--- config.mk ---
export PLATFORM = sky130hd
export DESIGN_NAME = tcce_cfg
export DESIGN_NICKNAME = d
export VERILOG_FILES = /design/src/hw/rtl/assert_macros.svh /design/src/hw/rtl/tcce_pkg.sv /design/src/hw/rtl/tcce_cfg.sv
export SDC_FILE = /design/constraint.sdc
export NUM_CORES = 1
export LEC_CHECK = 0
export BUFFER_PORTS_ARGS = -buffer_cell sky130_fd_sc_hd__clkbuf_2
export CAP_MARGIN = 40
export CELL_PAD_IN_SITES_DETAIL_PLACEMENT = 1
export CELL_PAD_IN_SITES_GLOBAL_PLACEMENT = 2
export CORE_ASPECT_RATIO = 1.5
export CORE_MARGIN = 2
export CORE_UTILIZATION = 12
export CTS_CLUSTER_SIZE = 28
export DETAILED_ROUTE_END_ITERATION = 8
export PLACE_DENSITY_LB_ADDON = 0.1
export SLEW_MARGIN = 20
export SYNTH_ARGS = -nofsm -noshare
export SYNTH_HDL_FRONTEND = slang
export SYNTH_SLANG_ARGS = --single-unit
--- constraint.sdc ---
create_clock -name clk -period 1 [get_ports clk]
set_clock_uncertainty 0.2 [all_clocks]
set_input_delay 0.2 -clock clk [delete_from_list [all_inputs] [get_ports clk]]
set_output_delay 0.2 -clock clk [all_outputs]
set_load 0.02 [all_outputs]
--- src/hw/rtl/assert_macros.svh ---
// Assertion macros shared by the RTL files of the text console engine.
// No dependencies; the macros sample on clk and are disabled while rst_n is low.
`ifndef ASSERT_MACROS_SVH
`define ASSERT_MACROS_SVH

// Same-cycle implication: when ante holds, cons must hold at the same edge.
`define ASSERT_IMP(label, ante, cons, msg) \
  label: assert property (@(posedge clk) disable iff (!rst_n) (ante) |-> (cons)) \
    else $error(msg);

// Next-cycle implication: when ante holds, cons must hold at the following edge.
`define ASSERT_NXT(label, ante, cons, msg) \
  label: assert property (@(posedge clk) disable iff (!rst_n) (ante) |=> (cons)) \
    else $error(msg);

`endif

--- src/hw/rtl/tcce_pkg.sv ---
// Package for the text console engine: field widths, character codes, modes,
// sequencer states and the result bundle. No dependencies.
package tcce_pkg;

  // default screen geometry
  localparam int COLUMNS_DEF = 80;
  localparam int ROWS_DEF    = 25;

  // payload field widths
  localparam int MODE_W  = 2;
  localparam int CHAR_W  = 8;
  localparam int ATTR_W  = 8;
  localparam int COL_W   = 7;
  localparam int ROW_W   = 5;
  localparam int CELL_W  = 16;
  localparam int INDEX_W = 11;

  // control characters
  localparam logic [CHAR_W-1:0] CH_NEWLINE   = 8'h0A;
  localparam logic [CHAR_W-1:0] CH_RETURN    = 8'h0D;
  localparam logic [CHAR_W-1:0] CH_BACKSPACE = 8'h08;
  localparam logic [CHAR_W-1:0] CH_TAB       = 8'h09;
  localparam logic [CHAR_W-1:0] CH_SPACE     = 8'h20;

  localparam int TAB_STEP = 4;

  // attribute after reset and the blank written on clear and scroll
  localparam logic [ATTR_W-1:0] ATTR_RESET = 8'h07;
  localparam logic [CELL_W-1:0] BLANK_CELL = 16'h0720;

  // APB register file: byte address bit 2 selects the register
  localparam int APB_ADDR_W = 3;
  localparam int APB_DATA_W = 32;
  localparam logic REG_CONSOLE_ATTR = 1'b0;

  typedef enum logic [1:0] {
    MODE_PUT   = 2'd0,
    MODE_WRITE = 2'd1,
    MODE_READ  = 2'd2,
    MODE_NOP   = 2'd3
  } mode_t;

  typedef enum logic [2:0] {
    ST_CLEAR,
    ST_IDLE,
    ST_EXEC,
    ST_READ,
    ST_SCROLL,
    ST_DRAIN,
    ST_FILL,
    ST_DONE
  } state_t;

  // result bundle from the sequencer to the output register
  typedef struct packed {
    logic [CELL_W-1:0]  cell_value;
    logic [COL_W-1:0]   cursor_column;
    logic [ROW_W-1:0]   cursor_row;
    logic [INDEX_W-1:0] cursor_index;
    logic               rejected;
  } res_t;

endpackage

--- src/hw/rtl/tcce_cfg.sv ---
// APB register block of the text console engine: holds the console attribute.
// Depends on tcce_pkg.
module tcce_cfg (
  input  logic                              clk,
  input  logic                              rst_n,
  input  logic                              psel,
  input  logic                              penable,
  input  logic                              pwrite,
  input  logic [tcce_pkg::APB_ADDR_W-1:0]   paddr,
  input  logic [tcce_pkg::APB_DATA_W-1:0]   pwdata,
  output logic [tcce_pkg::APB_DATA_W-1:0]   prdata,
  output logic                              pready,
  output logic [tcce_pkg::ATTR_W-1:0]       console_attr
);

  localparam int AW = tcce_pkg::APB_ADDR_W;
  localparam int DW = tcce_pkg::APB_DATA_W;
  localparam int TW = tcce_pkg::ATTR_W;

  logic [TW-1:0] attr_r;
  logic          wr_en;
  logic          sel_attr;

  // bit 2 of the byte address is the register index
  assign sel_attr = (paddr[AW-1] == tcce_pkg::REG_CONSOLE_ATTR);
  assign pready   = 1'b1;
  assign wr_en    = psel && penable && pwrite && pready;

  always_ff @(posedge clk) begin
    if (!rst_n) begin
      attr_r <= tcce_pkg::ATTR_RESET;
    end else if (wr_en && sel_attr) begin
      attr_r <= pwdata[TW-1:0];
    end
  end

  // read back
  always_comb begin
    prdata = '0;
    if (sel_attr) begin
      prdata = {{(DW-TW){1'b0}}, attr_r};
    end
  end

  assign console_attr = attr_r;

endmodule

=== Yosys cells after proc, flatten, opt, wreduce, memory -nomap -nowiden ===
Cells that the tools add are included.

* Word-level logic and storage cells: 6
* Bits in writable memories: 0
* Memory bits (read-only): 0
* Latch bits: 0
* Flip-flop bits (word level): 8
* Output and inout port bits: 41
* Memories: 0
* Input bits: 40

* Add/sub/neg operators: 0
* Reduce and logical (&&, ||, !) cells: 3
* Magnitude comparators: 0
* Shifts and indexed selects: 0
* Muxes and demuxes: 1
* Bitwise logic cells: 1
* Div/mod/pow operators: 0
* Multiply operators: 0
* Eq/ne operators: 0

{| class="wikitable"
|+ Operators by type and width
! operator !! number
|-
| 8-bit two-way mux || 1
|-
| 1-bit logical AND || 3
|-
| 1-bit inverter || 1
|}

=== Depth between registers and ports, before layout ===
Gate-level depths: netlist (run 1).

* Depth after elaboration: 3
* Mapped depth: 3
* Mapped depth without buffers: 2

=== Least setup slack after synthesis (run 1) ===
Ideal clock, no wire load.

* Kind: register -> output
* Start: reg attr_r[0], in the netlist console_attr[0]
* End: out prdata[0] (netlist bit)
* Path buffers: 0
* Cell stages (with the launch flop): 2
* Data arrival time: 0.666 ns
* Setup slack: -0.066 ns
* Required time: 0.600 ns
* Path through: dfxtp_1 > and2b_2

* Longest elaborated chain between the ends: 1

{| class="wikitable"
|+ RTL lines
! element !! RTL line !! text
|-
| from (decl) || tcce_cfg.sv:20 || <nowiki>logic [TW-1:0] attr_r;</nowiki>
|-
| from (signal assigned) || tcce_cfg.sv:31 || <nowiki>attr_r <= tcce_pkg::ATTR_RESET;</nowiki>
|-
| from (signal assigned) || tcce_cfg.sv:33 || <nowiki>attr_r <= pwdata[TW-1:0];</nowiki>
|-
| 8-bit two-way mux || tcce_cfg.sv:40 || <nowiki>if (sel_attr) begin</nowiki>
|-
| to (decl) || tcce_cfg.sv:11 || <nowiki>output logic [tcce_pkg::APB_DATA_W-1:0] prdata,</nowiki>
|}

Every way passes these cells.

=== Final worst setup path (run 1) ===
* Start: reg attr_r[7], in the netlist console_attr[7]
* End: out prdata[7] (netlist bit)

The elaborated chain is that of the path after synthesis.

==> results.toml, run 1 <==
[setup_path]
cp_cell_sequence = "and2b_2 > buf_8"
arrival_ns = 0.87
path_class = "reg -> out"
cpPeakStageDelay_ns = 0.31
cp_max_fo = 2
r2r_cells = 5
crit_path_top_delay_cell = "dfxtp_2"
cp-start-kind = "flop"
end_kind = "output port"
worstPathRequired_ns = 0.60

[global_route]
grt_max_degree = 10
grt_pass1_vias = 507
grt_antenna_before_repair = 0
grt_use_total_pct = 6.27
grt_pass1_wl_mm = 2.54
grt_overflow = 0

[layout]
area_delta_synth_final_pct = 87.6
final_cells = 182
largest_reg_flops = 8
fin_nets = 158
fin_util_pct = 23.4
diodes = 0
drive_above_1_share_pct = 59.5

[yosys]
syn_inst = 70
synth_edf_count = 0
synthAdderAreaFrac_pct = 0
ys_seq_area_share_pct = 26.4
synth_ff_type = "dfxtp_1"
synth-xor-area-share_pct = 0
synth.area.mux_share_pct = 13.2
synth.avg_cell_area_um2 = 8.65
synthDistinctLibCells = 10
yosysWarnings = 0
synth_area_leaders = "buf_4 31%, dfxtp_1 26%, mux2i_1 13%, and2b_2 12%, nand2_1 6.2%"
syn_area_um2 = 606
synth_top_cell_by_area = "buf_4"
synth_compound_area_share_pct = 0
ys_seq_elements = 8
synth_top_family_by_area = "buffers and inverters"
synthArstFlopShare_pct = 0
netlist.area_leader.share_pct = 31.0
synth.most_common_cell = "buf_4"
synth_commonest_cells = "25 x buf_4, 10 x nand2_1, 8 x and2b_2, 8 x dfxtp_1, 8 x mux2i_1"
yosys.area_share.simple_pct = 25.6

[timing]
setup_ws_ns = -0.268
finalCritPeriodShare_pct = 127
fin_hold_ws_ns = -0.0112
fin_crit_ns = 1.27
finalSetupViolCount = 18
final_max_slew_viol_count = 0
final_hold_viol_count = 4
rsz0062_at_grt = "yes"
max_freq_mhz = 789

[drt]
num_vias = 540
postRouteAntennaNets = 0
viasPerCell = 2.97
drtPass1Iterations = 2
wirelength_mm = 1.81
drt_iter0_drc = 9
post_drt_wl_per_cell_um = 9.93
drc = 0

[power]
powerDensity_nw_per_um2 = 903
leakagePower_nw = 0.544
peakVddDrop_mv = 0.248
p_total_mw = 1.03

[placed_design]
gp_congestion = 0.679
portBuffers = 29
dp_cells = 175
dpl.hpwl_mm = 1.42

[worst_hold_path]
hold_path_class = "in -> reg"
hold_depth = 3

[clock_tree]
max-clock-path-buffers = 2
cts_htree_levels = 1
clock-root-buffer = "clkbuf_8"
clock_sinks = 8
cts.clk_slew.worst_paths_ns = 0.05
cts_buffers = 3
worstSkewPairLatency_ns = 0.23
cts_tree = "done"

[run]
maxCapViolCount = 0

[floorplan]
row_count = 31
die_height_um = 91.0
die_area_um2 = 5640
die_x_um = 62
core-area_um2 = 4850
io_pins = 81
start_util_pct = 12.5

[outcome]
outcome = "complete, but fails checks"
failed_checks = "negative hold slack, negative setup slack"
==> kinds of logic (layout without fill, tap and decap cells) <==
kind of cell / after synthesis / count (layout)
buffers and inverters: 27 / 50
AND/OR/NAND/NOR: 25 / 25
multiplexers: 8 / 8
other: 2 / 25
flip-flops: 8 / 8
==> stage by stage <==
stage	hold WS [ns]	setup WS, ns	setup TNS (ns)	cell area [um^2]
after floorplan	0.135	-0.0146	-0.117	702
after global placement	0.231	-0.233	-3.56	870
after detailed placement	0.235	-0.291	-3.65	870
after CTS	-0.0166	-0.291	-4.00	1040
after global routing	-0.00935	-0.298	-4.21	1140
final	-0.0112	-0.268	-3.52	1140
==> power by group <==
part	internal, mW	leakage (nW)	switching [mW]
clock	0.262	0.0216	0.140
combinational	0.127	0.457	0.164
sequential	0.328	0.0659	0.00393
total	0.718	0.544	0.308
==> cells in the final DEF, fill, tap and decap left out <==
cell / count
clkbuf_8: 3
mux2i_1: 7
and4b_1: 1
buf_12: 3
buf_4: 5
buf_6: 17
and2b_2: 8
conb_1: 25
nand2_2: 1
nor2b_1: 5
buf_8: 10
nand2_1: 9
dfxtp_2: 8
clkbuf_2: 12
mux2i_2: 1
nor2b_4: 1
==> what timing repair did <==
action                                 CTS  global route
setup endpoints to repair               18            21
endpoints found under the hold margin    3             2
setup buffers                            2             2
gates resized for setup                 25            39
pin swaps                                0             0
==> area by class of cell <==
class / count / area [um^2]
repair buffers: 47 / 499
clock buffers: 3 / 41.3
multi-input cells: 58 / 343
fillers: 588 / 3710
flip-flops and latches: 8 / 170
well taps: 66 / 82.6
==> routing by layer <==
layer | part of all wire [%] | global-route usage (%) | wire length (um)
met1 | 38 | 7.16 | 686
met2 | 51 | 9.98 | 914
met3 | 10 | 2.42 | 189
met4 | 1.0 | 2.66 | 18
met5 | 0 | 0 | 0
==> critical path, delay by kind of cell (launching register included) <==
family	cells	cell delay, ns
flops	1	0.31
buf+inv	1	0.13
simple gates	1	0.20
==> path summary, 6_finish.rpt <==
check	from	end	slack [ns]
setup / recovery	console_attr[7]$_SDFFE_PN0P_	prdata[7]	-0.27
hold / removal	pwdata[4]	console_attr[4]$_SDFFE_PN0P_	-0.01
setup reg to reg	console_attr[7]$_SDFFE_PN0P_	console_attr[7]$_SDFFE_PN0P_	-0.03
hold reg to reg	console_attr[3]$_SDFFE_PN0P_	console_attr[3]$_SDFFE_PN0P_	0.37
(Power assumes the default switching activity.)
==> run 2, diff against run 1 <==
--- a/config.mk
+++ b/config.mk
@@ -15,6 +15,7 @@
 export CTS_CLUSTER_SIZE = 28
 export DETAILED_ROUTE_END_ITERATION = 8
 export PLACE_DENSITY_LB_ADDON = 0.1
+export SETUP_SLACK_MARGIN = 0.15
 export SLEW_MARGIN = 20
 export SYNTH_ARGS = -nofsm -noshare
 export SYNTH_HDL_FRONTEND = slang
==> run 2 against run 1 <==
Against the previous run: critical endpoint is now prdata[4]; sequential share of layout area rose by 1.4 points; clock power rose by 3%; count of clock-buffer cells in the layout rose by 1; the run still ends with negative hold slack, negative setup slack left; largest power group unchanged; critical path depth did not move; setup slack got worse by 0.022 ns; register-to-register slack barely moved.
==> results.toml, run 2 (synthesis results as in run 1) <==
[drt]
viasPerCell = 2.96
drtPass1Iterations = 2
drc = 0
postRouteAntennaNets = 0
wirelength_mm = 1.73
post_drt_wl_per_cell_um = 9.52
drt_iter0_drc = 4
num_vias = 539

[layout]
layout_commonest_cell = "conb_1"
drive_above_1_share_pct = 59.5
multi_input_area_um2 = 345
largest_reg_flops = 8
fin_nets = 157
fillCellCount = 579
area_delta_synth_final_pct = 89.5
seq_area_um2 = 188
mostFrequentLayoutCells = "25 x conb_1, 17 x buf_6, 12 x clkbuf_2"
diodes = 0
final_cells = 182

[run]
maxCapViolCount = 0

[timing]
final_hold_viol_count = 2
finalCritPeriodShare_pct = 129
rsz0062_at_grt = "yes"
max_freq_mhz = 775
setup_ws_ns = -0.290
finalSetupViolCount = 18
final_max_slew_viol_count = 0
fin_hold_ws_ns = -0.0101
final.setup.tns_ns = -3.80
fin_crit_ns = 1.29

[setup_path]
cp_max_fo = 2
path_class = "reg -> out"
worstPathRequired_ns = 0.60
cp-start-kind = "flop"
arrival_ns = 0.89
end_kind = "output port"

[placed_design]
portBuffers = 29
gp_congestion = 0.633
dp_slack_ns = -0.260
dpl.hpwl_mm = 1.41
dp_cells = 174

[global_route]
grt_pass1_vias = 509
grt_antenna_before_repair = 0
grt_pass1_wl_mm = 2.42
grt_max_degree = 9
grt_overflow = 0
grt_use_total_pct = 6.00

[floorplan]
row_count = 31
die_height_um = 91.0
die_x_um = 62
die_area_um2 = 5640
core-area_um2 = 4850
start_util_pct = 12.5
io_pins = 81

[power]
leakagePower_nw = 0.540
p_total_mw = 1.01
powerDensity_nw_per_um2 = 884
peakVddDrop_mv = 0.228

[clock_tree]
cts.clk_slew.worst_paths_ns = 0.04
cts_htree_levels = 1
clock-root-buffer = "clkbuf_8"
clock_sinks = 8
cts_buffers = 3
worstSkewPairLatency_ns = 0.23
max-clock-path-buffers = 2
cts_tree = "done"

[outcome]
outcome = "complete, but fails checks"
failed_checks = "negative hold slack, negative setup slack"

[worst_hold_path]
hold_path_class = "in -> reg"
[run 2: cell count changes in the layout (fill, tap and decap cells not counted)]
| cell | delta |
|---|---|
| dfxtp_2 | -7 |
| buf_4 | -1 |
| buf_12 | -1 |
| nand2_2 | +1 |
| dfxtp_4 | +7 |
| buf_8 | +1 |
| nand2_1 | -1 |
| clkbuf_1 | +1 |
[run 2: cell type report]
class	instances	share of cell area, %
Sequential cell	8	16.4
Timing Repair Buffer	46	42.4
Multi-Input combinational cell	58	30.1
Clock buffer	4	3.93
Tap cell	66	7.20
[run 2: final timing paths]
kind / start / end / slack (ns) / depth (start not counted)
setup / recovery: console_attr[4]$_SDFFE_PN0P_ / prdata[4] / -0.29 / 2
hold reg to reg: console_attr[4]$_SDFFE_PN0P_ / console_attr[4]$_SDFFE_PN0P_ / 0.39 / 3
hold / removal: pwdata[6] / console_attr[6]$_SDFFE_PN0P_ / -0.01 / 3
setup reg to reg: console_attr[2]$_SDFFE_PN1P_ / console_attr[2]$_SDFFE_PN1P_ / -0.03 / 4
[run 2: worst max-delay path, cell delays in order, from the launching register on]
cell and delay, ns:
dfxtp_4 0.34, and2b_2 0.20, buf_6 0.13
[run 2: repair_timing]
action | 4_1_cts | 5_1_grt
endpoints found under the setup margin | 24 | 24
buffers inserted | 2 | 2
cloned | 0 | 0
endpoints found under the hold margin | 1 | 0
gates resized for setup | 28 | 37
[run 2: layer usage]
layer	track usage, %	routed length, um	up-vias
li1	-	-	259
met5	0	0	-
met3	2.28	172	4
met4	3.19	23	0
met2	9.81	904	38
met1	6.29	633	238
[run 2: power breakdown]
group,switching [mW],internal (mW)
Sequential,0.00418,0.313
Combinational,0.162,0.123
Clock,0.135,0.277
Total,0.302,0.712
[run 2: metrics by stage]
step	utilization [%]	hold slack [ns]	instance area, um^2
2_1_floorplan	-	0.132	719
3_3_place_gp	17.9	0.230	867
3_5_place_dp	17.9	0.237	867
4_1_cts	21.7	-0.0108	1050
5_1_grt	23.7	0.00270	1150
6_report	23.7	-0.0101	1150
