===== src/hw/rtl/assert_macros.svh =====
// Assertion macros shared by the RTL files of the text console engine.
// No dependencies; the macros sample on clk and are disabled while rst_n is low.
`ifndef ASSERT_MACROS_SVH
`define ASSERT_MACROS_SVH

// Same-cycle implication: when ante holds, cons must hold at the same edge.
`define ASSERT_IMP(label, ante, cons, msg) \
  label: assert property (@(posedge clk) disable iff (!rst_n) (ante) |-> (cons)) \
    else $error(msg);

// Next-cycle implication: when ante holds, cons must hold at the following edge.
`define ASSERT_NXT(label, ante, cons, msg) \
  label: assert property (@(posedge clk) disable iff (!rst_n) (ante) |=> (cons)) \
    else $error(msg);

`endif


===== src/hw/rtl/tcce_pkg.sv =====
// Package for the text console engine: field widths, character codes, modes,
// sequencer states and the result bundle. No dependencies.
package tcce_pkg;

  // default screen geometry
  localparam int COLUMNS_DEF = 80;
  localparam int ROWS_DEF    = 25;

  // payload field widths
  localparam int MODE_W  = 2;
  localparam int CHAR_W  = 8;
  localparam int ATTR_W  = 8;
  localparam int COL_W   = 7;
  localparam int ROW_W   = 5;
  localparam int CELL_W  = 16;
  localparam int INDEX_W = 11;

  // control characters
  localparam logic [CHAR_W-1:0] CH_NEWLINE   = 8'h0A;
  localparam logic [CHAR_W-1:0] CH_RETURN    = 8'h0D;
  localparam logic [CHAR_W-1:0] CH_BACKSPACE = 8'h08;
  localparam logic [CHAR_W-1:0] CH_TAB       = 8'h09;
  localparam logic [CHAR_W-1:0] CH_SPACE     = 8'h20;

  localparam int TAB_STEP = 4;

  // attribute after reset and the blank written on clear and scroll
  localparam logic [ATTR_W-1:0] ATTR_RESET = 8'h07;
  localparam logic [CELL_W-1:0] BLANK_CELL = 16'h0720;

  // APB register file: byte address bit 2 selects the register
  localparam int APB_ADDR_W = 3;
  localparam int APB_DATA_W = 32;
  localparam logic REG_CONSOLE_ATTR = 1'b0;

  typedef enum logic [1:0] {
    MODE_PUT   = 2'd0,
    MODE_WRITE = 2'd1,
    MODE_READ  = 2'd2,
    MODE_NOP   = 2'd3
  } mode_t;

  typedef enum logic [2:0] {
    ST_CLEAR,
    ST_IDLE,
    ST_EXEC,
    ST_READ,
    ST_SCROLL,
    ST_DRAIN,
    ST_FILL,
    ST_DONE
  } state_t;

  // result bundle from the sequencer to the output register
  typedef struct packed {
    logic [CELL_W-1:0]  cell_value;
    logic [COL_W-1:0]   cursor_column;
    logic [ROW_W-1:0]   cursor_row;
    logic [INDEX_W-1:0] cursor_index;
    logic               rejected;
  } res_t;

endpackage


===== src/hw/rtl/tcce_chan_if.sv =====
// Valid/ready channel interfaces for the text console engine.
// Depends on tcce_pkg for the payload field widths.

// input item channel
interface tcce_in_if;
  logic                          valid;
  logic                          ready;
  logic [tcce_pkg::MODE_W-1:0]   mode;
  logic [tcce_pkg::CHAR_W-1:0]   char_code;
  logic [tcce_pkg::ATTR_W-1:0]   cell_attribute;
  logic [tcce_pkg::COL_W-1:0]    column;
  logic [tcce_pkg::ROW_W-1:0]    row;

  modport source (output valid, mode, char_code, cell_attribute, column, row,
                  input ready);
  modport sink   (input valid, mode, char_code, cell_attribute, column, row,
                  output ready);
endinterface



===== src/hw/rtl/tcce_ctrl.sv =====
// Sequencer of the text console engine: cursor, put/write/read handling,
// clear after reset and the row-by-row scroll through the screen memory.
// Depends on tcce_pkg and tcce_in_if.
module tcce_ctrl #(
  parameter  int COLUMNS = tcce_pkg::COLUMNS_DEF,
  parameter  int ROWS    = tcce_pkg::ROWS_DEF,
  localparam int CELLS   = ROWS * COLUMNS,
  localparam int AW      = $clog2(CELLS),
  localparam int DW      = tcce_pkg::CELL_W
) (
  input  logic                          clk,
  input  logic                          rst_n,
  tcce_in_if.sink                       in_chan,
  input  logic [tcce_pkg::ATTR_W-1:0]   console_attr,
  output logic                          mem_we,
  output logic [AW-1:0]                 mem_waddr,
  output logic [DW-1:0]                 mem_wdata,
  output logic [AW-1:0]                 mem_raddr,
  input  logic [DW-1:0]                 mem_rdata,
  output logic                          res_valid,
  input  logic                          res_ready,
  output tcce_pkg::res_t                res
);

  localparam int CW    = $clog2(COLUMNS);
  localparam int CSW   = CW + 1;
  localparam int RW    = $clog2(ROWS + 1);
  localparam int OCW   = tcce_pkg::COL_W;
  localparam int ORW   = tcce_pkg::ROW_W;
  localparam int OIW   = tcce_pkg::INDEX_W;
  localparam int CHW   = tcce_pkg::CHAR_W;
  localparam int TW    = tcce_pkg::ATTR_W;

  localparam logic [AW-1:0] LAST_CELL   = AW'(CELLS - 1);
  localparam logic [AW-1:0] SCROLL_FST  = AW'(COLUMNS);
  localparam logic [AW-1:0] SCROLL_LAST = AW'((ROWS - 1) * COLUMNS - 1);
  localparam logic [AW-1:0] FILL_FST    = AW'((ROWS - 1) * COLUMNS);

  tcce_pkg::state_t state_r, state_nxt;

  // latched item
  tcce_pkg::mode_t          mode_r;
  logic [CHW-1:0]           char_r;
  logic [TW-1:0]            attr_in_r;
  logic [OCW-1:0]           colin_r;
  logic [ORW-1:0]           rowin_r;

  // cursor and sweep state
  logic [CW-1:0]            col_r, col_nxt;
  logic [RW-1:0]            line_r, line_nxt;
  logic [AW-1:0]            idx_r, idx_nxt;
  logic                     pend_r, pend_nxt;
  logic [AW-1:0]            pend_addr_r;
  logic [DW-1:0]            val_r, val_nxt;
  logic                     rej_r, rej_nxt;

  // put-mode decode
  logic [AW-1:0]            cur_addr;
  logic [AW-1:0]            dir_addr;
  logic                     put_we;
  logic [AW-1:0]            put_addr;
  logic [DW-1:0]            put_data;
  logic [CSW-1:0]           col_sum;
  logic [CW-1:0]            put_col;
  logic                     linc;
  logic [RW-1:0]            line_sum;
  logic                     do_scroll;
  logic                     dir_bad_wr;
  logic                     dir_bad_rd;

  assign cur_addr = AW'(line_r * COLUMNS + col_r);
  assign dir_addr = AW'(rowin_r * COLUMNS + colin_r);

  // position checks for direct write and read
  assign dir_bad_rd = (int'(rowin_r) >= ROWS) || (int'(colin_r) >= COLUMNS);
  assign dir_bad_wr = dir_bad_rd || (rowin_r == '0);

  // character interpretation and cursor advance
  always_comb begin
    put_we   = 1'b0;
    put_addr = cur_addr;
    put_data = {console_attr, char_r};
    col_sum  = {1'b0, col_r};
    linc     = 1'b0;
    case (char_r)
      tcce_pkg::CH_NEWLINE: begin
        col_sum = '0;
        linc    = 1'b1;
      end
      tcce_pkg::CH_RETURN: begin
        col_sum = '0;
      end
      tcce_pkg::CH_BACKSPACE: begin
        if (col_r != '0) begin
          col_sum  = {1'b0, col_r} - CSW'(1);
          put_we   = 1'b1;
          put_addr = cur_addr - AW'(1);
          put_data = {console_attr, tcce_pkg::CH_SPACE};
        end
      end
      tcce_pkg::CH_TAB: begin
        col_sum = {1'b0, col_r} + CSW'(tcce_pkg::TAB_STEP);
      end
      default: begin
        put_we  = 1'b1;
        col_sum = {1'b0, col_r} + CSW'(1);
      end
    endcase
    // wrap at the right edge
    if (col_sum >= CSW'(COLUMNS)) begin
      put_col = '0;
      linc    = 1'b1;
    end else begin
      put_col = col_sum[CW-1:0];
    end
    line_sum  = line_r + RW'(linc);
    do_scroll = (line_sum == RW'(ROWS));
  end

  // sequencer
  always_comb begin
    state_nxt  = state_r;
    idx_nxt    = idx_r;
    col_nxt    = col_r;
    line_nxt   = line_r;
    pend_nxt   = 1'b0;
    val_nxt    = val_r;
    rej_nxt    = rej_r;
    mem_we     = 1'b0;
    mem_waddr  = pend_addr_r;
    mem_wdata  = mem_rdata;
    mem_raddr  = dir_addr;
    in_chan.ready = 1'b0;
    res_valid  = 1'b0;
    case (state_r)
      // blank every cell after reset
      tcce_pkg::ST_CLEAR: begin
        mem_we    = 1'b1;
        mem_waddr = idx_r;
        mem_wdata = tcce_pkg::BLANK_CELL;
        if (idx_r == LAST_CELL) begin
          idx_nxt   = '0;
          state_nxt = tcce_pkg::ST_IDLE;
        end else begin
          idx_nxt = idx_r + AW'(1);
        end
      end
      tcce_pkg::ST_IDLE: begin
        in_chan.ready = 1'b1;
        if (in_chan.valid) begin
          state_nxt = tcce_pkg::ST_EXEC;
        end
      end
      tcce_pkg::ST_EXEC: begin
        val_nxt   = '0;
        rej_nxt   = 1'b0;
        state_nxt = tcce_pkg::ST_DONE;
        case (mode_r)
          tcce_pkg::MODE_PUT: begin
            mem_we    = put_we;
            mem_waddr = put_addr;
            mem_wdata = put_data;
            col_nxt   = put_col;
            if (do_scroll) begin
              line_nxt  = RW'(ROWS - 1);
              idx_nxt   = SCROLL_FST;
              state_nxt = tcce_pkg::ST_SCROLL;
            end else begin
              line_nxt = line_sum;
            end
          end
          tcce_pkg::MODE_WRITE: begin
            if (dir_bad_wr) begin
              rej_nxt = 1'b1;
            end else begin
              mem_we    = 1'b1;
              mem_waddr = dir_addr;
              mem_wdata = {attr_in_r, char_r};
            end
          end
          tcce_pkg::MODE_READ: begin
            if (dir_bad_rd) begin
              rej_nxt = 1'b1;
            end else begin
              state_nxt = tcce_pkg::ST_READ;
            end
          end
          default: begin
            state_nxt = tcce_pkg::ST_DONE;
          end
        endcase
      end
      // read data returns in the cycle after the address
      tcce_pkg::ST_READ: begin
        val_nxt   = mem_rdata;
        state_nxt = tcce_pkg::ST_DONE;
      end
      // copy each cell from the row below; each write comes in the cycle after its read
      tcce_pkg::ST_SCROLL: begin
        mem_raddr = idx_r + AW'(COLUMNS);
        mem_we    = pend_r;
        pend_nxt  = 1'b1;
        if (idx_r == SCROLL_LAST) begin
          state_nxt = tcce_pkg::ST_DRAIN;
        end else begin
          idx_nxt = idx_r + AW'(1);
        end
      end
      // last copied cell
      tcce_pkg::ST_DRAIN: begin
        mem_we    = 1'b1;
        idx_nxt   = FILL_FST;
        state_nxt = tcce_pkg::ST_FILL;
      end
      // blank the bottom row
      tcce_pkg::ST_FILL: begin
        mem_we    = 1'b1;
        mem_waddr = idx_r;
        mem_wdata = tcce_pkg::BLANK_CELL;
        if (idx_r == LAST_CELL) begin
          state_nxt = tcce_pkg::ST_DONE;
        end else begin
          idx_nxt = idx_r + AW'(1);
        end
      end
      tcce_pkg::ST_DONE: begin
        res_valid = 1'b1;
        if (res_ready) begin
          state_nxt = tcce_pkg::ST_IDLE;
        end
      end
      default: begin
        state_nxt = tcce_pkg::ST_IDLE;
      end
    endcase
  end

  // control state
  always_ff @(posedge clk) begin
    if (!rst_n) begin
      state_r <= tcce_pkg::ST_CLEAR;
      idx_r   <= '0;
      col_r   <= '0;
      line_r  <= RW'(1);
      pend_r  <= 1'b0;
    end else begin
      state_r <= state_nxt;
      idx_r   <= idx_nxt;
      col_r   <= col_nxt;
      line_r  <= line_nxt;
      pend_r  <= pend_nxt;
    end
  end

  // item latch and result payload
  always_ff @(posedge clk) begin
    if (in_chan.valid && in_chan.ready) begin
      mode_r    <= tcce_pkg::mode_t'(in_chan.mode);
      char_r    <= in_chan.char_code;
      attr_in_r <= in_chan.cell_attribute;
      colin_r   <= in_chan.column;
      rowin_r   <= in_chan.row;
    end
    pend_addr_r <= idx_r;
    val_r       <= val_nxt;
    rej_r       <= rej_nxt;
  end

  assign res.cell_value    = val_r;
  assign res.cursor_column = OCW'(col_r);
  assign res.cursor_row    = ORW'(line_r);
  assign res.cursor_index  = OIW'(line_r * COLUMNS + col_r);
  assign res.rejected      = rej_r;

endmodule

===== src/flat_wrapper.sv =====
// flat-port wrapper written by rule: the top's interface ports become plain ports
module tcce_ctrl_flat 
#(
  parameter  int COLUMNS = tcce_pkg::COLUMNS_DEF,
  parameter  int ROWS    = tcce_pkg::ROWS_DEF,
  localparam int CELLS   = ROWS * COLUMNS,
  localparam int AW      = $clog2(CELLS),
  localparam int DW      = tcce_pkg::CELL_W
)
  (clk, rst_n, console_attr, mem_we, mem_waddr, mem_wdata, mem_raddr, mem_rdata, res_valid, res_ready, res, in_chan_valid, in_chan_mode, in_chan_char_code, in_chan_cell_attribute, in_chan_column, in_chan_row, in_chan_ready);
  tcce_in_if in_chan_i ();
  input  logic clk;
  input  logic rst_n;
  input  logic [tcce_pkg::ATTR_W-1:0] console_attr;
  output logic mem_we;
  output logic [AW-1:0] mem_waddr;
  output logic [DW-1:0] mem_wdata;
  output logic [AW-1:0] mem_raddr;
  input  logic [DW-1:0] mem_rdata;
  output logic res_valid;
  input  logic res_ready;
  output tcce_pkg::res_t res;
  input wire logic [$bits(in_chan_i.valid)-1:0] in_chan_valid;
  input wire logic [$bits(in_chan_i.mode)-1:0] in_chan_mode;
  input wire logic [$bits(in_chan_i.char_code)-1:0] in_chan_char_code;
  input wire logic [$bits(in_chan_i.cell_attribute)-1:0] in_chan_cell_attribute;
  input wire logic [$bits(in_chan_i.column)-1:0] in_chan_column;
  input wire logic [$bits(in_chan_i.row)-1:0] in_chan_row;
  output wire logic [$bits(in_chan_i.ready)-1:0] in_chan_ready;
  assign in_chan_i.valid = in_chan_valid;
  assign in_chan_i.mode = in_chan_mode;
  assign in_chan_i.char_code = in_chan_char_code;
  assign in_chan_i.cell_attribute = in_chan_cell_attribute;
  assign in_chan_i.column = in_chan_column;
  assign in_chan_i.row = in_chan_row;
  assign in_chan_ready = in_chan_i.ready;
  tcce_ctrl #(.COLUMNS(COLUMNS), .ROWS(ROWS)) u_core (.clk(clk), .rst_n(rst_n), .in_chan(in_chan_i), .console_attr(console_attr), .mem_we(mem_we), .mem_waddr(mem_waddr), .mem_wdata(mem_wdata), .mem_raddr(mem_raddr), .mem_rdata(mem_rdata), .res_valid(res_valid), .res_ready(res_ready), .res(res));
endmodule

===== config.mk =====
export PLATFORM = sky130hd
export DESIGN_NAME = tcce_ctrl_flat
export DESIGN_NICKNAME = d
export VERILOG_FILES = /design/src/hw/rtl/assert_macros.svh /design/src/hw/rtl/tcce_pkg.sv /design/src/hw/rtl/tcce_chan_if.sv /design/src/hw/rtl/tcce_ctrl.sv /design/src/flat_wrapper.sv
export SDC_FILE = /design/constraint.sdc
export NUM_CORES = 1
export LEC_CHECK = 0
export BUFFER_PORTS_ARGS = -buffer_cell sky130_fd_sc_hd__clkbuf_2
export CAP_MARGIN = 20
export CORE_ASPECT_RATIO = 1.75
export CORE_MARGIN = 4
export CORE_UTILIZATION = 30
export DETAILED_ROUTE_END_ITERATION = 7
export GPL_ROUTABILITY_DRIVEN = 0
export GPL_TIMING_DRIVEN = 0
export PLACE_DENSITY_LB_ADDON = 0.2
export SYNTH_ARGS = -nofsm -noshare
export SYNTH_HDL_FRONTEND = slang
export SYNTH_SLANG_ARGS = --single-unit
export TNS_END_PERCENT = 20

===== constraint.sdc =====
create_clock -name clk -period 5.69 [get_ports clk]
set_input_delay 0 -clock clk [delete_from_list [all_inputs] [get_ports clk]]
set_output_delay 0 -clock clk [all_outputs]
set_load 0.05 [all_outputs]

# Word level (Yosys, flattened, before mapping)
# Cells that the tools add are included.
# word_totals
register_bits	85
in_bits	58
# op_classes
n_eq_ne	25
add_sub_neg	9
muxes	44
n_lt_le_gt_ge	3
reduce_logical	16
n_mul	2
# ops
cell	n
$mux W11	9
$pmux W16 S2	3
$pmux W11 S5	1
$pmux W11 S2	2
$eq A8 B4 Y1 const B	4
$mux W8	3
$pmux W3 S8	1
$pmux W8 S3	1
$add A11 B7 Y11	2
$eq A11 B11 Y1 const B	2
$mux W3	6
$mux W16	1
$mul A5 B3 Y7 const B	2
$eq A3 B3 Y1 const B	4
$add A11 B1 Y11 const B	1
$add A11 B7 Y11 const B	1
$sub A11 B1 Y11 const B	1
$ne A2 B2 Y1 const B	5
$reduce_and A5 Y1	2
$mux W1	9
$add A7 B1 Y8 const B	1
$add A7 B3 Y8 const B	1
$ge A8 B7 Y1 const B	1
$ne A2 B1 Y1 const B	4
other kinds (26)	32

# Logic depth before layout (Yosys ltp)
# logic_depth
word_depth	10
depth_mapped	20
ltp_nobuf	18

# Worst setup path after synthesis
# OpenSTA, ideal clock, no wires.
# synth_timing
path_kind	flip-flop to flip-flop
startpoint	reg u_core.col_r[2]
endpoint	reg u_core.idx_r[0]
setup_ns	0.087
required_time_ns	5.603
path_stages_with_launch	19
synth_period_minus_slack_ns	4.428
arrival_ns	4.341
path_slack_ns	1.262
cell_sequence	dfxtp_1 clkbuf_1 inv_1 ha_1 and2_0 a211o_2 nor3b_1 nor4_2 and3_1 nor2_4 a31o_2 ha_1 ha_1 nand3_1 a211o_1 a21o_1 a21boi_0 nand2_1 o31ai_1
# synth_between
elab_chain_len	9
elab_cells_between_ends	12
cone_classes	4 x add/sub; 1 x order compare; 2 x eq/ne; 3 x mux; 2 x reduce/logical
# synth_rtl
element	line	text
start, declared	tcce_ctrl.sv:49	logic [CW-1:0] col_r, col_nxt;
start signal, assigned	tcce_ctrl.sv:249	col_r <= col_nxt;
$sub A7 B1 Y8 / $reduce_bool A7 Y1 (equally long branches)	tcce_ctrl.sv:95, tcce_ctrl.sv:94	
$mux W8	tcce_ctrl.sv:94	if (col_r != '0) begin
$pmux W8 S3 (*)	tcce_ctrl.sv:85	case (char_r)
$ge A8 B7 Y1 (*)	tcce_ctrl.sv:110	if (col_sum >= CSW'(COLUMNS)) begin
$mux W1 (*)	tcce_ctrl.sv:110	
$add A5 B1 Y5 (*)	tcce_ctrl.sv:116	line_sum = line_r + RW'(linc);
$eq A5 B5 Y1 (*)	tcce_ctrl.sv:117	do_scroll = (line_sum == RW'(ROWS));
$ne A2 B1 Y1 (no source line) (*)	--	
$reduce_and A5 Y1 (no source line) (*)	--	
end signal, assigned	tcce_ctrl.sv:248	idx_r <= idx_nxt;
end, declared	tcce_ctrl.sv:51	logic [AW-1:0] idx_r, idx_nxt;
# Mark *: on every way between the ends. The rest lies on a longest branch, timed or not.
# A chain may end at the register's enable or synchronous reset.

# Worst setup path after layout
# Same ends and word-level chain as after synthesis.

==> flow_summary.json <==
{
  "cellPowerDensity_nw_per_um2": 371,
  "p_total_uw": 2780,
  "drt_iter0_markers": 385,
  "syn_nets": 729,
  "maxCapViolations": 0,
  "setup_viol_count_final": 0,
  "path_clk_slew_ps": 70,
  "cts_buffer_depth": 2,
  "status": "completed",
  "track_usage_pct": 18.8,
  "post-synth-top-count-cell": "nand2_1",
  "slew_headroom_pct": 51.1,
  "hold_viol": 0,
  "portBuffers": 138,
  "grt_max_degree": 31,
  "cp_common_cell": "ha_1",
  "cp.arrival_ps": 5450,
  "n_fill_cell": 1949,
  "dieArea_sq_um": 21400,
  "cts_sinks": 85,
  "fin_crit_sh_pct": 91.1,
  "route.detailed.drc": 0,
  "synth_top_area_share_pct": 24.7,
  "core_area_sq_um": 18700,
  "ys_seq_area_share_pct": 38.0,
  "cp_cell_sequence": "clkbuf_1 > inv_1 > ha_1 > and2_0 > a211o_2 > nor3b_1 > nor4_2 > and3_1 > nor2_4 > a31o_2 > ha_1 > ha_1 > nand3_1 > a211o_1 > a21o_1 > a21boi_0 > nand2_1 > o31ai_1",
  "numCtsBuffers": 9,
  "cts_tree": "done",
  "yosys.cell_types.count": 82,
  "syn_inst": 635,
  "synth_edf_count": 47,
  "totalWireLength_mm": 20.2,
  "antenna_cells": 0,
  "required_ps": 5950,
  "ys.flop_type": "edfxtp_1",
  "path_buf_inv": 2,
  "viasPerCell": 5.21,
  "die_w_um": 112,
  "area_growth_pct": 31.3,
  "design_area_sq_um": 7500,
  "syn-cell-area_sq_um": 5710,
  "h-tree-depth": 3,
  "yosys_warnings": 0,
  "grt_remaining_overflow": 0,
  "die_h_um": 191,
  "place_area_sq_um": 6710,
  "nNetsFinal": 927,
  "row_count": 66,
  "synth_area_leaders": "edfxtp_1, dfxtp_1, ha_1",
  "tns_ps": 0,
  "wl_per_cell_um": 18.8,
  "crit_family": "compound AO/OA/AOI/OAI gates",
  "hold_class": "in -> reg",
  "worst-path-max-fanout": 8,
  "fin_crit_ps": 5190,
  "crit_path_end_kind": "flip-flop",
  "start_kind": "flip-flop",
  "start_util_pct": 30.6,
  "grt_pass1_vias": 5698,
  "synth_seq_cells": 85,
  "synth_top_cell_by_area": "edfxtp_1",
  "clk_latency_ps": 350,
  "slowest_stage": "a21boi_0",
  "cpPeakStageDelay_ps": 560,
  "skew_ps": 13.1,
  "ir_worst_vdd_mv": 0.275,
  "ant_nets": 0,
  "detailed_place_hpwl_mm": 15.8,
  "async_flop_share_pct": 0,
  "p_leak_uw": 0.00321,
  "max_freq_mhz": 193,
  "root_buffer": "clkbuf_16",
  "io_pins": 139,
  "postCtsResizedCells": 0,
  "synth.avg_cell_area_sq_um": 8.99,
  "worstMarginPinSlew_ps": 733,
  "drt_first_pass_iters": 7,
  "synth_common_cells": "nand2_1, edfxtp_1, nor2_1, a21oi_1, dfxtp_1",
  "antenna_found_initial": 0,
  "layout-drive-gt1-share_pct": 23.3,
  "path_class": "reg -> reg",
  "num_vias": 5611,
  "rsz0062_at_grt": "no",
  "finalMaxSlewViolations": 0,
  "grt_pass1_wl_mm": 31.0
}
[path summary, 6_finish.rpt]
| kind | from | end | slack (ps) | cells after the start |
|---|---|---|---|---|
| worst min-delay path | in_chan_valid | u_core.state_r[0] | 90 | 4 |
| worst min register to register | u_core.idx_r[8] | u_core.pend_addr_r[8] | 350 | 0 |
| worst max register to register | u_core.col_r[2] | u_core.idx_r[0] | 500 | 18 |
| worst max-delay path | u_core.col_r[2] | u_core.idx_r[0] | 500 | 18 |
[logic make-up (layout without fill, tap and decap cells)]
| logic type | Yosys count | in the layout | synth area share (%) |
|---|---|---|---|
| compound gates | 169 | 169 | 21.0 |
| simple gates | 237 | 237 | 21.0 |
| fa+ha+maj | 36 | 36 | 8.41 |
| buf+inv | 68 | 271 | 5.30 |
| xor+xnor | 38 | 38 | 5.83 |
| flops | 85 | 85 | 38.0 |
| mux | 2 | 2 | 0.372 |
[worst reg2reg max path, cell delays in order (launching register included)]
cell	delay [ps]
dfxtp_1	400
clkbuf_1	350
inv_1	180
ha_1	250
and2_0	290
a211o_2	410
nor3b_1	320
nor4_2	100
and3_1	220
nor2_4	190
a31o_2	180
ha_1	230
ha_1	240
nand3_1	120
a211o_1	290
a21o_1	220
a21boi_0	560
nand2_1	290
o31ai_1	240
[state kept, by name (all words and copies together), names as in the netlist]
| register | count |
|---|---|
| u_core.val_r | 16 |
| u_core.idx_r | 11 |
| u_core.pend_addr_r | 11 |
| u_core.attr_in_r | 8 |
| u_core.char_r | 8 |
| u_core.col_r | 7 |
| u_core.colin_r | 7 |
| u_core.line_r | 5 |
| u_core.rowin_r | 5 |
| u_core.state_r | 3 |
| u_core.mode_r | 2 |
| u_core.pend_r | 1 |
| u_core.rej_r | 1 |
[metrics by stage]
stage	utilization [%]	worst slack (ps)	hold WS, ps	instances
finish	40.2	504	91.0	1076
global route	40.2	125	117	1076
CTS	40.1	508	76.3	1075
detailed placement	35.9	528	179	1012
global placement	35.9	467	178	1011
floorplan	-	1260	98.9	635
[area by class of cell]
type	instances	area, sq um	area share, %
plain buffers	41	201	2.69
clock buffers	9	225	3.00
clock inverters	7	80.1	1.07
inverters	27	101	1.35
multi-input cells	482	3240	43.2
flip-flops and latches	85	2170	29.0
well taps	238	298	3.97
repair buffers	187	1180	15.8
[placed cells by master, fill, tap and decap left out, drive strengths merged, types with 13 or more instances in the layout]
master,netlist,routed
clkbuf,29,176
xnor2,19,19
o21ai,32,32
and3,25,25
dlygate4sd3,0,47
nor2,46,46
ha,32,32
nand3,24,24
buf,12,14
inv,26,29
nand2,83,83
o22ai,13,13
dfxtp,38,38
xor2,19,19
edfxtp,47,47
nor3,13,13
a21oi,41,41
[repair_timing]
item                      4_1_cts  5_1_grt
buffers inserted                0        0
hold endpoints to repair       47        0
hold buffers                   47        0
[report_power, final]
| part | internal, uW | leakage, uW | switching, uW | total, uW |
|---|---|---|---|---|
| clock network | 347 | 0.000150 | 274 | 621 |
| registers | 738 | 0.000741 | 76.5 | 815 |
| logic | 353 | 0.00231 | 993 | 1350 |
| total | 1440 | 0.00321 | 1340 | 2780 |
[routing by layer]
layer	global-route usage, %	vias up	share of wire (%)
met5	0	-	0
met4	8.65	0	4.0
met3	2.22	50	3.7
met2	36.8	169	55
met1	19.5	2635	38
li1	-	2757	-
Note: power is estimated with default switching activity, not from simulation.
